[src/sv/sha256_pkg.sv]
// ----------------------------------------------------------------------------
// SHA-256 stream hasher package
// Shared types, constants and round functions.
// ----------------------------------------------------------------------------
package sha256_pkg;

    localparam int BlockWords = 16;

    localparam logic [1:0] CFG_DIGEST_0 = 2'd0;
    localparam logic [1:0] CFG_DIGEST_1 = 2'd1;
    localparam logic [1:0] CFG_DIGEST_2 = 2'd2;
    localparam logic [1:0] CFG_DIGEST_3 = 2'd3;

    localparam logic [7:0] PAD_MARKER = 8'h80;

    typedef enum logic [2:0] {
        ST_IDLE,
        ST_PAD,
        ST_LOAD,
        ST_ROUND,
        ST_FINISH,
        ST_OUT
    } state_t;

    localparam logic [31:0] H_INIT [8] = '{
        32'h6a09e667, 32'hbb67ae85, 32'h3c6ef372, 32'ha54ff53a,
        32'h510e527f, 32'h9b05688c, 32'h1f83d9ab, 32'h5be0cd19
    };

    localparam logic [31:0] ROUND_K [64] = '{
        32'h428a2f98, 32'h71374491, 32'hb5c0fbcf, 32'he9b5dba5,
        32'h3956c25b, 32'h59f111f1, 32'h923f82a4, 32'hab1c5ed5,
        32'hd807aa98, 32'h12835b01, 32'h243185be, 32'h550c7dc3,
        32'h72be5d74, 32'h80deb1fe, 32'h9bdc06a7, 32'hc19bf174,
        32'he49b69c1, 32'hefbe4786, 32'h0fc19dc6, 32'h240ca1cc,
        32'h2de92c6f, 32'h4a7484aa, 32'h5cb0a9dc, 32'h76f988da,
        32'h983e5152, 32'ha831c66d, 32'hb00327c8, 32'hbf597fc7,
        32'hc6e00bf3, 32'hd5a79147, 32'h06ca6351, 32'h14292967,
        32'h27b70a85, 32'h2e1b2138, 32'h4d2c6dfc, 32'h53380d13,
        32'h650a7354, 32'h766a0abb, 32'h81c2c92e, 32'h92722c85,
        32'ha2bfe8a1, 32'ha81a664b, 32'hc24b8b70, 32'hc76c51a3,
        32'hd192e819, 32'hd6990624, 32'hf40e3585, 32'h106aa070,
        32'h19a4c116, 32'h1e376c08, 32'h2748774c, 32'h34b0bcb5,
        32'h391c0cb3, 32'h4ed8aa4a, 32'h5b9cca4f, 32'h682e6ff3,
        32'h748f82ee, 32'h78a5636f, 32'h84c87814, 32'h8cc70208,
        32'h90befffa, 32'ha4506ceb, 32'hbef9a3f7, 32'hc67178f2
    };

    function automatic logic [31:0] rotr(input logic [31:0] x, input int n);
        rotr = (x >> n) | (x << (32 - n));
    endfunction

    function automatic logic [31:0] sig0(input logic [31:0] x);
        sig0 = rotr(x, 7) ^ rotr(x, 18) ^ (x >> 3);
    endfunction

    function automatic logic [31:0] sig1(input logic [31:0] x);
        sig1 = rotr(x, 17) ^ rotr(x, 19) ^ (x >> 10);
    endfunction

    function automatic logic [31:0] bsig0(input logic [31:0] x);
        bsig0 = rotr(x, 2) ^ rotr(x, 13) ^ rotr(x, 22);
    endfunction

    function automatic logic [31:0] bsig1(input logic [31:0] x);
        bsig1 = rotr(x, 6) ^ rotr(x, 11) ^ rotr(x, 25);
    endfunction

endpackage

[src/sv/sha256_stream_hasher.sv]
// ----------------------------------------------------------------------------
// SHA-256 stream hasher
// Byte-wide streaming SHA-256 with digest output and compare against
// an expected digest.
// ----------------------------------------------------------------------------
// Input stalls: a byte that completes a block stalls input while the block is
//   loaded, run through the rounds and finished; other bytes do not stall.
//   A last item adds a padding sweep and one or two compressions, then 8 words.
// Throughput is set by the single shared round unit, one round per cycle.
// Reset: asynchronous, active low; chaining value, counters and expected
//   digest return to their initial values. Block store is not cleared.
module sha256_stream_hasher
    import sha256_pkg::*;
(
    input  logic        clk,
    input  logic        rst_n,
    input  logic        s_tvalid,
    output logic        s_tready,
    input  logic [7:0]  s_tdata,   // [7:0] data_byte
    input  logic        s_tuser,   // byte_present
    input  logic        s_tlast,   // last_item
    output logic        m_tvalid,
    input  logic        m_tready,
    output logic [39:0] m_tdata,   // [31:0] digest_word, [34:32] word_index, [39:35] zero
    output logic        m_tuser,   // digest_matches
    output logic        m_tlast,   // last_word
    input  logic        cfg_we,
    input  logic [1:0]  cfg_index,
    input  logic [63:0] cfg_data
);
    // block memory: one write, one read per cycle, registered read
    logic [31:0] mem [BlockWords];
    logic        mem_we;
    logic [3:0]  mem_waddr;
    logic [31:0] mem_wdata;
    logic [3:0]  mem_raddr;
    logic [31:0] mem_rdata_reg;

    always_ff @(posedge clk)
    begin
        if (mem_we)
        begin
            mem[mem_waddr] <= mem_wdata;
        end
        mem_rdata_reg <= mem[mem_raddr];
    end

    state_t      state_reg, state_next;
    logic [31:0] hv_reg [8];
    logic [31:0] v_reg [8];
    logic [31:0] w_reg [16];
    logic [31:0] acc_reg, acc_next;
    logic [5:0]  pos_reg, pos_next;
    logic [63:0] bits_reg, bits_next;
    logic [6:0]  cnt_reg, cnt_next;
    logic        final_reg, final_next;
    logic        second_reg, second_next;
    logic [2:0]  oidx_reg, oidx_next;
    logic        match_reg, match_next;
    logic [63:0] exp_reg [4];

    logic        accept;
    logic [31:0] word_in;
    logic [31:0] t1, t2, wnew, wcur;
    logic [31:0] want;

    assign accept = s_tvalid && s_tready;

    // merge incoming byte into current word (cleared on first byte)
    always_comb
    begin
        word_in = (pos_reg[1:0] == 2'd0) ? 32'd0 : acc_reg;
        case (pos_reg[1:0])
            2'd0: word_in[31:24] = s_tdata;
            2'd1: word_in[23:16] = s_tdata;
            2'd2: word_in[15:8]  = s_tdata;
            default: word_in[7:0] = s_tdata;
        endcase
    end

    assign wcur = (cnt_reg < 7'd16) ? w_reg[cnt_reg[3:0]] : wnew;
    assign wnew = sig1(w_reg[14]) + w_reg[9] + sig0(w_reg[1]) + w_reg[0];
    assign t1 = v_reg[7] + bsig1(v_reg[4]) + ((v_reg[4] & v_reg[5]) ^ (~v_reg[4] & v_reg[6]))
              + ROUND_K[cnt_reg[5:0]] + wcur;
    assign t2 = bsig0(v_reg[0]) + ((v_reg[0] & v_reg[1]) ^ (v_reg[0] & v_reg[2])
              ^ (v_reg[1] & v_reg[2]));
    assign want = oidx_reg[0] ? exp_reg[oidx_reg[2:1]][31:0] : exp_reg[oidx_reg[2:1]][63:32];

    always_comb
    begin
        state_next  = state_reg;
        acc_next    = acc_reg;
        pos_next    = pos_reg;
        bits_next   = bits_reg;
        cnt_next    = cnt_reg;
        final_next  = final_reg;
        second_next = second_reg;
        oidx_next   = oidx_reg;
        match_next  = match_reg;
        mem_we      = 1'b0;
        mem_waddr   = pos_reg[5:2];
        mem_wdata   = word_in;
        mem_raddr   = cnt_reg[3:0];
        s_tready    = 1'b0;
        case (state_reg)
            ST_IDLE:
            begin
                s_tready = 1'b1;
                if (accept)
                begin
                    if (s_tuser)
                    begin
                        acc_next  = word_in;
                        mem_we    = 1'b1;
                        pos_next  = pos_reg + 6'd1;
                        bits_next = bits_reg + 64'd8;
                    end
                    final_next  = s_tlast;
                    second_next = 1'b0;
                    if (s_tuser && pos_reg == 6'd63)
                    begin
                        state_next = ST_LOAD;
                        cnt_next   = 7'd0;
                    end
                    else if (s_tlast)
                    begin
                        state_next = ST_PAD;
                        cnt_next   = {1'b0, (s_tuser ? pos_reg + 6'd1 : pos_reg)};
                    end
                end
            end
            ST_PAD:
            begin
                // cnt holds byte position; sweep words to end of block
                mem_waddr = cnt_reg[5:2];
                if (!second_reg)
                begin
                    mem_wdata = (cnt_reg[1:0] == 2'd0) ? 32'd0 : acc_reg;
                    case (cnt_reg[1:0])
                        2'd0: mem_wdata[31:24] = PAD_MARKER;
                        2'd1: mem_wdata[23:16] = PAD_MARKER;
                        2'd2: mem_wdata[15:8]  = PAD_MARKER;
                        default: mem_wdata[7:0] = PAD_MARKER;
                    endcase
                end
                else
                begin
                    mem_wdata = 32'd0;
                end
                // length goes into the block only when it fits after the marker
                if (cnt_reg[5:2] == 4'd14 && pos_reg < 6'd56)
                begin
                    mem_wdata = bits_reg[63:32];
                end
                if (cnt_reg[5:2] == 4'd15 && pos_reg < 6'd56)
                begin
                    mem_wdata = bits_reg[31:0];
                end
                mem_we      = 1'b1;
                second_next = 1'b1;
                if (cnt_reg[5:2] == 4'd15)
                begin
                    state_next = ST_LOAD;
                    cnt_next   = 7'd0;
                end
                else
                begin
                    cnt_next = {1'b0, cnt_reg[5:2] + 4'd1, 2'b00};
                end
            end
            ST_LOAD:
            begin
                // cnt 0..16: read words into schedule regs
                mem_raddr = cnt_reg[3:0];
                cnt_next  = cnt_reg + 7'd1;
                if (cnt_reg == 7'd16)
                begin
                    state_next = ST_ROUND;
                    cnt_next   = 7'd0;
                end
            end
            ST_ROUND:
            begin
                cnt_next = cnt_reg + 7'd1;
                if (cnt_reg == 7'd63)
                begin
                    state_next = ST_FINISH;
                end
            end
            ST_FINISH:
            begin
                if (!final_reg)
                begin
                    state_next = ST_IDLE;
                end
                else if (!second_reg)
                begin
                    // padding still pending (block filled by last byte)
                    state_next = ST_PAD;
                    cnt_next   = 7'd0;
                end
                else if (pos_reg >= 6'd56 && pos_reg[5:0] != 6'd0 && cnt_reg == 7'd64)
                begin
                    // length block follows
                    state_next = ST_PAD;
                    cnt_next   = 7'd0;
                    pos_next   = 6'd0;
                end
                else
                begin
                    state_next = ST_OUT;
                    oidx_next  = 3'd0;
                    match_next = 1'b1;
                end
            end
            ST_OUT:
            begin
                if (m_tready)
                begin
                    match_next = match_reg && (hv_reg[oidx_reg] == want);
                    oidx_next  = oidx_reg + 3'd1;
                    if (oidx_reg == 3'd7)
                    begin
                        state_next = ST_IDLE;
                        pos_next   = 6'd0;
                        bits_next  = 64'd0;
                        final_next = 1'b0;
                    end
                end
            end
            default:
            begin
                state_next = ST_IDLE;
            end
        endcase
    end

    always_ff @(posedge clk or negedge rst_n)
    begin
        if (!rst_n)
        begin
            state_reg  <= ST_IDLE;
            pos_reg    <= '0;
            bits_reg   <= '0;
            cnt_reg    <= '0;
            final_reg  <= 1'b0;
            second_reg <= 1'b0;
            oidx_reg   <= '0;
            match_reg  <= 1'b0;
            for (int i = 0; i < 8; i++)
            begin
                hv_reg[i] <= H_INIT[i];
            end
            for (int i = 0; i < 4; i++)
            begin
                exp_reg[i] <= '0;
            end
        end
        else
        begin
            state_reg  <= state_next;
            pos_reg    <= pos_next;
            bits_reg   <= bits_next;
            cnt_reg    <= cnt_next;
            final_reg  <= final_next;
            second_reg <= second_next;
            oidx_reg   <= oidx_next;
            match_reg  <= match_next;
            if (cfg_we)
            begin
                case (cfg_index)
                    CFG_DIGEST_0: exp_reg[0] <= cfg_data;
                    CFG_DIGEST_1: exp_reg[1] <= cfg_data;
                    CFG_DIGEST_2: exp_reg[2] <= cfg_data;
                    CFG_DIGEST_3: exp_reg[3] <= cfg_data;
                    default: ;
                endcase
            end
            if (state_reg == ST_FINISH)
            begin
                for (int i = 0; i < 8; i++)
                begin
                    hv_reg[i] <= hv_reg[i] + v_reg[i];
                end
            end
            if (state_reg == ST_OUT && m_tready && oidx_reg == 3'd7)
            begin
                for (int i = 0; i < 8; i++)
                begin
                    hv_reg[i] <= H_INIT[i];
                end
            end
        end
    end

    // datapath registers
    always_ff @(posedge clk)
    begin
        acc_reg <= acc_next;
        if (state_reg == ST_LOAD)
        begin
            if (cnt_reg != 7'd0)
            begin
                for (int i = 0; i < 15; i++)
                begin
                    w_reg[i] <= w_reg[i + 1];
                end
                w_reg[15] <= mem_rdata_reg;
            end
            for (int i = 0; i < 8; i++)
            begin
                v_reg[i] <= hv_reg[i];
            end
        end
        if (state_reg == ST_ROUND)
        begin
            // window holds W[t-16..t-1] from round 16 on
            if (cnt_reg >= 7'd16)
            begin
                for (int i = 0; i < 15; i++)
                begin
                    w_reg[i] <= w_reg[i + 1];
                end
                w_reg[15] <= wnew;
            end
            v_reg[7] <= v_reg[6];
            v_reg[6] <= v_reg[5];
            v_reg[5] <= v_reg[4];
            v_reg[4] <= v_reg[3] + t1;
            v_reg[3] <= v_reg[2];
            v_reg[2] <= v_reg[1];
            v_reg[1] <= v_reg[0];
            v_reg[0] <= t1 + t2;
        end
    end

    assign m_tvalid = (state_reg == ST_OUT);
    assign m_tdata  = {5'd0, oidx_reg, hv_reg[oidx_reg]};
    assign m_tlast  = (oidx_reg == 3'd7);
    assign m_tuser  = (oidx_reg == 3'd7) && match_reg && (hv_reg[oidx_reg] == want);

    a_no_overlap: assert property (@(posedge clk) disable iff (!rst_n)
        !(s_tready && m_tvalid))
        else $error("input taken during digest output");
    a_round_count: assert property (@(posedge clk) disable iff (!rst_n)
        (state_reg == ST_ROUND) |-> (cnt_reg < 7'd64))
        else $error("round counter overrun");
    a_out_order: assert property (@(posedge clk) disable iff (!rst_n)
        (m_tvalid && m_tready && !m_tlast) |=> (m_tvalid && oidx_reg == $past(oidx_reg) + 3'd1))
        else $error("digest words out of order");

endmodule

[config.mk]
export PLATFORM = sky130hd
export DESIGN_NAME = sha256_stream_hasher
export DESIGN_NICKNAME = d
export VERILOG_FILES = /design/src/sv/sha256_pkg.sv /design/src/sv/sha256_stream_hasher.sv
export SDC_FILE = /design/constraint.sdc
export NUM_CORES = 2
export LEC_CHECK = 0
export ABC_AREA = 1
export BUFFER_PORTS_ARGS = -buffer_cell sky130_fd_sc_hd__buf_4
export CORE_ASPECT_RATIO = 1.2
export CORE_MARGIN = 3
export CORE_UTILIZATION = 36
export CTS_CLUSTER_DIAMETER = 100
export DETAILED_ROUTE_END_ITERATION = 12
export GPL_TIMING_DRIVEN = 0
export PLACE_DENSITY = 0.61
export SLEW_MARGIN = 20
export SYNTH_ARGS = -nofsm -noshare
export SYNTH_HDL_FRONTEND = slang
export SYNTH_SLANG_ARGS = --single-unit
[constraint.sdc]
create_clock -name clk -period 116.5 [get_ports clk]
set_input_delay 23.3 -clock clk [delete_from_list [all_inputs] [get_ports clk]]
set_output_delay 23.3 -clock clk [all_outputs]
set_load 0.005 [all_outputs]
# --- After elaboration in Yosys (flattened, before gate mapping) ---
# Memory sizes are Yosys's and may differ from the RTL's. A register that Yosys moved wholly into a read port is not among the register bits.
# Index checks and enable logic that the tools add are counted.
totals:
  word_cells: 296
  output_inout_bits: 44
  mem_bits_rw: 1280
  in_bits: 81
  romBits: 2048
  n_memories: 4
  register_bits: 630
op_classes:
  n_mux: 117
  n_addsub: 23
  magnitude_cmp: 7
  n_bitwise: 54
  n_eq_ne: 33
  n_reduce_logical: 37
mem_list:
  columns: ["memory", "words", "width", "rd", "rd_clocked_by_memory_dff", "write_ports", "line_no", "rtl"]
  rows:
  - ["(name not given)", 64, 32, 1, 0, 0, "sha256_stream_hasher.sv:84", "+ ROUND_K[cnt_reg[5:0]] + wcur;"]
  - ["mem", 16, 32, 1, 1, 1, "sha256_stream_hasher.sv:32", "logic [31:0] mem [BlockWords];"]
  - ["w_reg", 16, 32, 17, 0, 16, "sha256_stream_hasher.sv:51", "logic [31:0] w_reg [16];"]
  - ["v_reg", 8, 32, 8, 0, 8, "sha256_stream_hasher.sv:50", "logic [31:0] v_reg [8];"]
op_table:
  columns: ["op", "n"]
  rows:
  - ["two-way mux 32 bit", 36]
  - ["adder 32 bit", 18]
  - ["two-way mux 256 bit", 2]
  - ["two-way mux 64 bit", 6]
  - ["bitwise XOR 32 bit", 9]
  - ["AND 32 bit", 5]
  - ["binary-select mux 64 bit (select 2 bit)", 1]
  - ["case mux 64 bit (2 select lines)", 1]
  - ["binary-select mux 32 bit (select 3 bit)", 1]
  - ["adder 64 x 4 -> 64 bit (second input constant)", 1]
  - ["two-way mux 8 bit", 8]
  - ["two-way mux 7 bit", 7]
  - ["two-way mux 6 bit", 8]
  - ["two-way mux 3 bit", 15]
  - ["case mux 7 bit (5 select lines)", 1]
  - ["equality test 32 bit", 1]
  - ["inverter 32 bit", 1]
  - ["OR 10 x 32 -> 32 bit", 1]
  - ["OR 13 x 32 -> 32 bit", 1]
  - ["OR 14 x 32 -> 32 bit", 1]
  - ["OR 15 x 32 -> 32 bit", 1]
  - ["OR 19 x 32 -> 32 bit", 1]
  - ["OR 21 x 32 -> 32 bit", 1]
  - ["OR 25 x 32 -> 32 bit", 1]
  - ["53 further kinds", 143]

# --- Logic depth before layout (Yosys ltp) ---
# An unclocked memory read counts as a cell.
logic_depth:
  ltp_word: 11
  mapped_depth: 54

# --- Worst setup path after synthesis ---
# OpenSTA, ideal clock, no wires.
synth_timing:
  path_kind: "flip-flop to flip-flop"
  start: "register state_reg[1]"
  end: "memory w_reg[0][0], enable pin"
  t_arrival_ps: 48649
  path_buffers: 1
  setup_slack_ps: 65753
  synth_period_minus_slack_ps: 50747
  stages_incl_launch_ff: 8
  path_cell_list: "dfrtp_1 -> inv_1 -> nor2_1 -> inv_1 -> nor2_1 -> clkinv_1 -> clkbuf_1 -> o21ai_0"
synth_lines:
  columns: ["item", "line_no", "rtl"]
  rows:
  - ["from (decl)", "sha256_stream_hasher.sv:48", "state_t state_reg, state_next;"]
  - ["from (signal assigned)", "sha256_stream_hasher.sv:261", "state_reg <= state_next;"]
  - ["to (decl)", "sha256_stream_hasher.sv:51", null]

# --- Worst setup path in the final report ---
layout_timing:
  start: "register oidx_reg[1]"
  end: "output m_tuser"
layout_via:
  elab_chain_cells: 7
layout_rtl:
  columns: ["item", "line_no", "rtl"]
  rows:
  - ["from (decl)", "sha256_stream_hasher.sv:58", "logic [2:0] oidx_reg, oidx_next;"]
  - ["from (signal assigned)", "sha256_stream_hasher.sv:267", "oidx_reg <= oidx_next;"]
  - ["inverter 2 -> 3 bit (implied by the code)", "sha256_stream_hasher.sv:87", "assign want = oidx_reg[0] ? exp_reg[oidx_reg[2:1]][31:0] : exp_reg[oidx_reg[2:1]][63:32];"]
  - ["binary-select mux 64 bit (select 2 bit)", "sha256_stream_hasher.sv:87", null]
  - ["two-way mux 64 bit (implied by the code) (2 in a row)", "sha256_stream_hasher.sv:87", null]
  - ["two-way mux 32 bit", "sha256_stream_hasher.sv:87", null]
  - ["equality test 32 bit", "sha256_stream_hasher.sv:340", "assign m_tuser = (oidx_reg == 3'd7) && match_reg && (hv_reg[oidx_reg] == want);"]
  - ["logical AND 1 bit (*)", "sha256_stream_hasher.sv:340", null]
  - ["to (decl)", "sha256_stream_hasher.sv:25", "output logic m_tuser,"]
# Mark *: on every way between the ends. The rest lies on a longest branch, timed or not. The select of a mux whose other input is x is not followed.

==> results.md <==
Setup path
* 0.87 ns — delay of the slowest critical-path stage
* 5.57 ns — arrival time reported for the critical path endpoint
* inv_2 > buf_2 > clkbuf_1 > o21ai_0 > o22ai_1 > o21ai_0 > nand2_1 > nand2_1 > nor3_1 > nand3_1 > nor3_1 > buf_4 — crit path cell chain
* 33 — Worst R2R Path Depth
* register — startpoint kind of the worst setup timing path
* sky130_fd_sc_hd__clkbuf_1 — cell with the biggest individual delay on the critical path
* 93.20 ns — Crit path required time
* 10 — crit-path max FO
* primary output — nature of the critical path endpoint
* v_reg[0][17] — end of the worst register-to-register path
* 103.52 ns — reg-to-reg setup timing slack
* reg2out — worst setup path class
* cnt_reg[1] — beginning of the worst register-to-register path
* buffers and inverters — cell family with most CP delay
* oidx_reg[1] — worst setup path startpoint
* 4 — worst path bufs/invs

Min path
* 0 — Hold Path Stages
* w_reg[13][14] — hold wc startpoint
* reg2reg — class of the most critical hold timing path
* w_reg[12][14] — Min-Delay Endpoint

CTS
* 4 — level count of the clock H-tree
* 1,939 — clock sinks
* 0.97 ns — clock network latency to the later pin of the worst-skew pair
* 4 — largest buffer count on any clock path
* 217 — Inserted Clock Buffers
* built — clock tree from TritonCTS
* 0 — number of buffers added for setup after CTS
* 0 — post-cts resize count
* 0 — hold bufs inserted after CTS
* sky130_fd_sc_hd__clkbuf_16 — library cell used as clock root buffer
* 0.06 ns — register clock-pin slew on the reported worst setup and hold paths

Global route
* 96,200 — via count of the first global-routing pass
* 35 — initial antenna violation count
* 90 — largest net degree at the start of global routing
* 0 — Overflow after GRT
* 757,000 um — first-pass GRT wire length
* 33.6% — total routing resource utilization after global routing

STA
* 34.6 MHz — Achievable Freq
* 1.32 ns — transition time of the tightest slew-check pin
* 28.87 ns — time the worst path needs with I/O delays and setup
* 0 — Final Setup Violations
* 0 ns — Setup TNS Final
* 24.8% — crit share post-route
* false — setup repair after global routing missed its margin
* 0 — final hold vios
* 10.9% — Rel. slew slack
* 0 — number of pins with negative max-slew slack in the final report
* 0.163 ns — clock tree skew after final layout

Synthesis
* 1,939 — number of flip-flops and latches in the synthesized netlist
* sky130_fd_sc_hd__edfxtp_1 — most used flip-flop cell after synthesis
* 49.1% — sequential area share after synthesis
* 70 — Distinct cells, synth
* 30.7% — async set or reset register ratio after synthesis
* 9.04 um^2 — post-synthesis average cell area
* 12,400 — Synth Instances
* 0 — yosys synthesis warning count
* 1,312 — number of synthesized flops with an enable pin
* 112,000 um^2 — post-synthesis instance area

Route
* 0 — Detail Route Antenna Nets
* 12,800 — number of DRC markers after the initial detailed-route iteration
* 550,000 um — final wirelength
* 32.0 um — WL per Instance
* 101,000 — via count
* 5.88 — per-cell via count in the routed design
* 0 — detailed-route DRC error count
* 9 — 1st-pass router iterations

Final layout
* 14.5% — Synth-to-Final Area Change
* 13,600 — final net count
* 17,200 — Non-Filler Instances
* 41.4% — post-layout util
* 7.75% — fraction of final layout cells sized beyond drive strength 1
* 31,000 — total of fill cells in the finished design

Power and ir drop
* 1.56 mW — Pwr Total
* 12.1 nW/um^2 — power per cell area
* 24.4% — switching power as a share of total power
* 1.18 mW — internal portion of total power
* 0.381 mW — net switching power figure
* 46.4% — clock network power share
* 54.0 nW — Static Leakage
* 0.0155 mV — Peak supply drop
* 5.1% — share of total power in combinational logic
* 48.6% — share of total power in sequential cells

Floorplan
* 618 um — Die Y
* 319,000 um^2 — area of the die
* 125 — number of ports placed on the die boundary
* 224 — number of core rows
* 310,000 um^2 — Core ar.
* 516 um — chip width
* 36.2% — initial cell density of the core

Placed design
* 1.05 — placer's final routability congestion estimate
* 16,700 — post-placement cell count
* 435,000 um — HPWL reported at the end of detailed placement
* 119 — port buffer count

Status
* finished, final reports clean — run status

Flow run
* 0 — count of max-cap constraint violations

through the flow:
step / hold slack, ns / setup slack (ns) / cell area, um^2
floorplan: 0.424 / 65.75 / 112000
detailed placement: 0.433 / 88.83 / 121000
finish: 0.337 / 87.63 / 129000
global route: 0.357 / 87.61 / 128000
global placement: 0.428 / 41.81 / 118000
CTS: 0.348 / 87.77 / 128000
synth_stat cells (21+ instances only):
| library cell | count | area (um^2) |
|---|---|---|
| sky130_fd_sc_hd__buf_1 | 59 | 221 |
| sky130_fd_sc_hd__nand4_1 | 98 | 613 |
| sky130_fd_sc_hd__a311o_1 | 34 | 340 |
| sky130_fd_sc_hd__xor2_1 | 252 | 2210 |
| sky130_fd_sc_hd__nand3_1 | 534 | 2670 |
| sky130_fd_sc_hd__nand2_1 | 2279 | 8550 |
| sky130_fd_sc_hd__a21boi_0 | 23 | 173 |
| sky130_fd_sc_hd__o21ai_0 | 1393 | 6970 |
| sky130_fd_sc_hd__a22oi_1 | 478 | 3590 |
| sky130_fd_sc_hd__clkbuf_1 | 395 | 1480 |
| sky130_fd_sc_hd__o211ai_1 | 63 | 473 |
| sky130_fd_sc_hd__inv_1 | 1507 | 5660 |
| sky130_fd_sc_hd__dfstp_2 | 136 | 3570 |
| sky130_fd_sc_hd__o21a_1 | 21 | 158 |
| sky130_fd_sc_hd__ha_1 | 417 | 5220 |
| sky130_fd_sc_hd__nor4_1 | 36 | 225 |
| sky130_fd_sc_hd__dfxtp_1 | 32 | 641 |
| sky130_fd_sc_hd__fa_1 | 197 | 3940 |
| sky130_fd_sc_hd__a221oi_1 | 26 | 228 |
| sky130_fd_sc_hd__o22ai_1 | 172 | 1080 |
| sky130_fd_sc_hd__nor3_1 | 137 | 686 |
| sky130_fd_sc_hd__xnor2_1 | 187 | 1640 |
| sky130_fd_sc_hd__dfrtp_1 | 459 | 11500 |
| sky130_fd_sc_hd__edfxtp_1 | 1312 | 39400 |
| sky130_fd_sc_hd__a31oi_1 | 60 | 375 |
| sky130_fd_sc_hd__a21oi_1 | 832 | 4160 |
| sky130_fd_sc_hd__or2_2 | 48 | 300 |
| sky130_fd_sc_hd__o21bai_1 | 91 | 683 |
| sky130_fd_sc_hd__a21o_1 | 70 | 526 |
| sky130_fd_sc_hd__buf_2 | 101 | 505 |
| sky130_fd_sc_hd__o31ai_1 | 27 | 203 |
| sky130_fd_sc_hd__nor2_1 | 759 | 2850 |
power by group through the flow:
stage          combinational (mW)  sequential, mW  clock, mW
4_1_cts                    0.0769           0.757      0.728
2_1_floorplan              0.0373           0.768          0
3_5_place_dp               0.0766           0.771          0
5_1_grt                    0.0846           0.758      0.754
6_report                   0.0789           0.757      0.723
3_3_place_gp               0.0738           0.771          0
how the worst max path moves through the flow:
stage                         to  slack (ns)  cells after the start
CTS                      m_tuser       87.77                     13
finish                   m_tuser       87.63                     12
global placement    w_reg[10][4]       41.81                      7
global route             m_tuser       87.61                     13
floorplan            w_reg[0][0]       65.75                      7
detailed placement       m_tuser       88.83                     13
area by class of cell:
type                       instances  area, um^2  area share, %
antenna                           24        60.1         0.0467
buffer                           564        2350           1.83
clock buffer                     309        6240           4.85
clock inverter                    96        1090          0.851
inverter                        1526        5730           4.46
multi-input combinational       8400       49500           38.5
sequential                      1939       55100           42.9
tap                             4068        5090           3.96
timing repair buffer             232        3380           2.63
logic make-up (layout without fill, tap and decap cells):
logic type | count (synthesis) | after routing | synth area share [%]
muxes | 2 | 2 | 0.0178
adders and majority gates | 618 | 618 | 8.19
AOI/OAI and AO/OA | 3397 | 3397 | 17.7
xor gates and xnor gates | 439 | 439 | 3.42
DFF | 1939 | 1939 | 49.1
other | 1 | 29 | 0.00334
buffers and inverters | 2090 | 2727 | 7.13
and+or+nand+nor | 3939 | 3939 | 14.5
layer usage:
layer,GRT usage (%),wire length [um],part of all wire (%)
met4,23.3,46100,8.4
met3,6.49,51000,9.3
met1,41.6,206000,37
met5,0,100,0.018
met2,52.8,247000,45
cells in the final DEF (no fill, tap or decap), types with 46 or more instances in the layout:
| master | n |
|---|---|
| sky130_fd_sc_hd__nand2_1 | 2279 |
| sky130_fd_sc_hd__inv_1 | 1507 |
| sky130_fd_sc_hd__o21ai_0 | 1376 |
| sky130_fd_sc_hd__edfxtp_1 | 1312 |
| sky130_fd_sc_hd__a21oi_1 | 815 |
| sky130_fd_sc_hd__nor2_1 | 738 |
| sky130_fd_sc_hd__nand3_1 | 534 |
| sky130_fd_sc_hd__a22oi_1 | 478 |
| sky130_fd_sc_hd__dfrtp_1 | 459 |
| sky130_fd_sc_hd__ha_1 | 417 |
| sky130_fd_sc_hd__clkbuf_1 | 398 |
| sky130_fd_sc_hd__xor2_1 | 252 |
| sky130_fd_sc_hd__clkbuf_16 | 221 |
| sky130_fd_sc_hd__fa_1 | 197 |
| sky130_fd_sc_hd__xnor2_1 | 186 |
| sky130_fd_sc_hd__o22ai_1 | 172 |
| sky130_fd_sc_hd__nor3_1 | 137 |
| sky130_fd_sc_hd__dfstp_2 | 136 |
| sky130_fd_sc_hd__buf_4 | 135 |
| sky130_fd_sc_hd__buf_2 | 109 |
| sky130_fd_sc_hd__nand4_1 | 98 |
| sky130_fd_sc_hd__o21bai_1 | 91 |
| sky130_fd_sc_hd__a21o_1 | 70 |
| sky130_fd_sc_hd__o211ai_1 | 63 |
| sky130_fd_sc_hd__buf_16 | 61 |
| sky130_fd_sc_hd__a31oi_1 | 57 |
| sky130_fd_sc_hd__buf_1 | 51 |
| sky130_fd_sc_hd__or2_2 | 48 |
| sky130_fd_sc_hd__clkbuf_2 | 46 |
No activity file was read; power rests on OpenSTA's default activity.
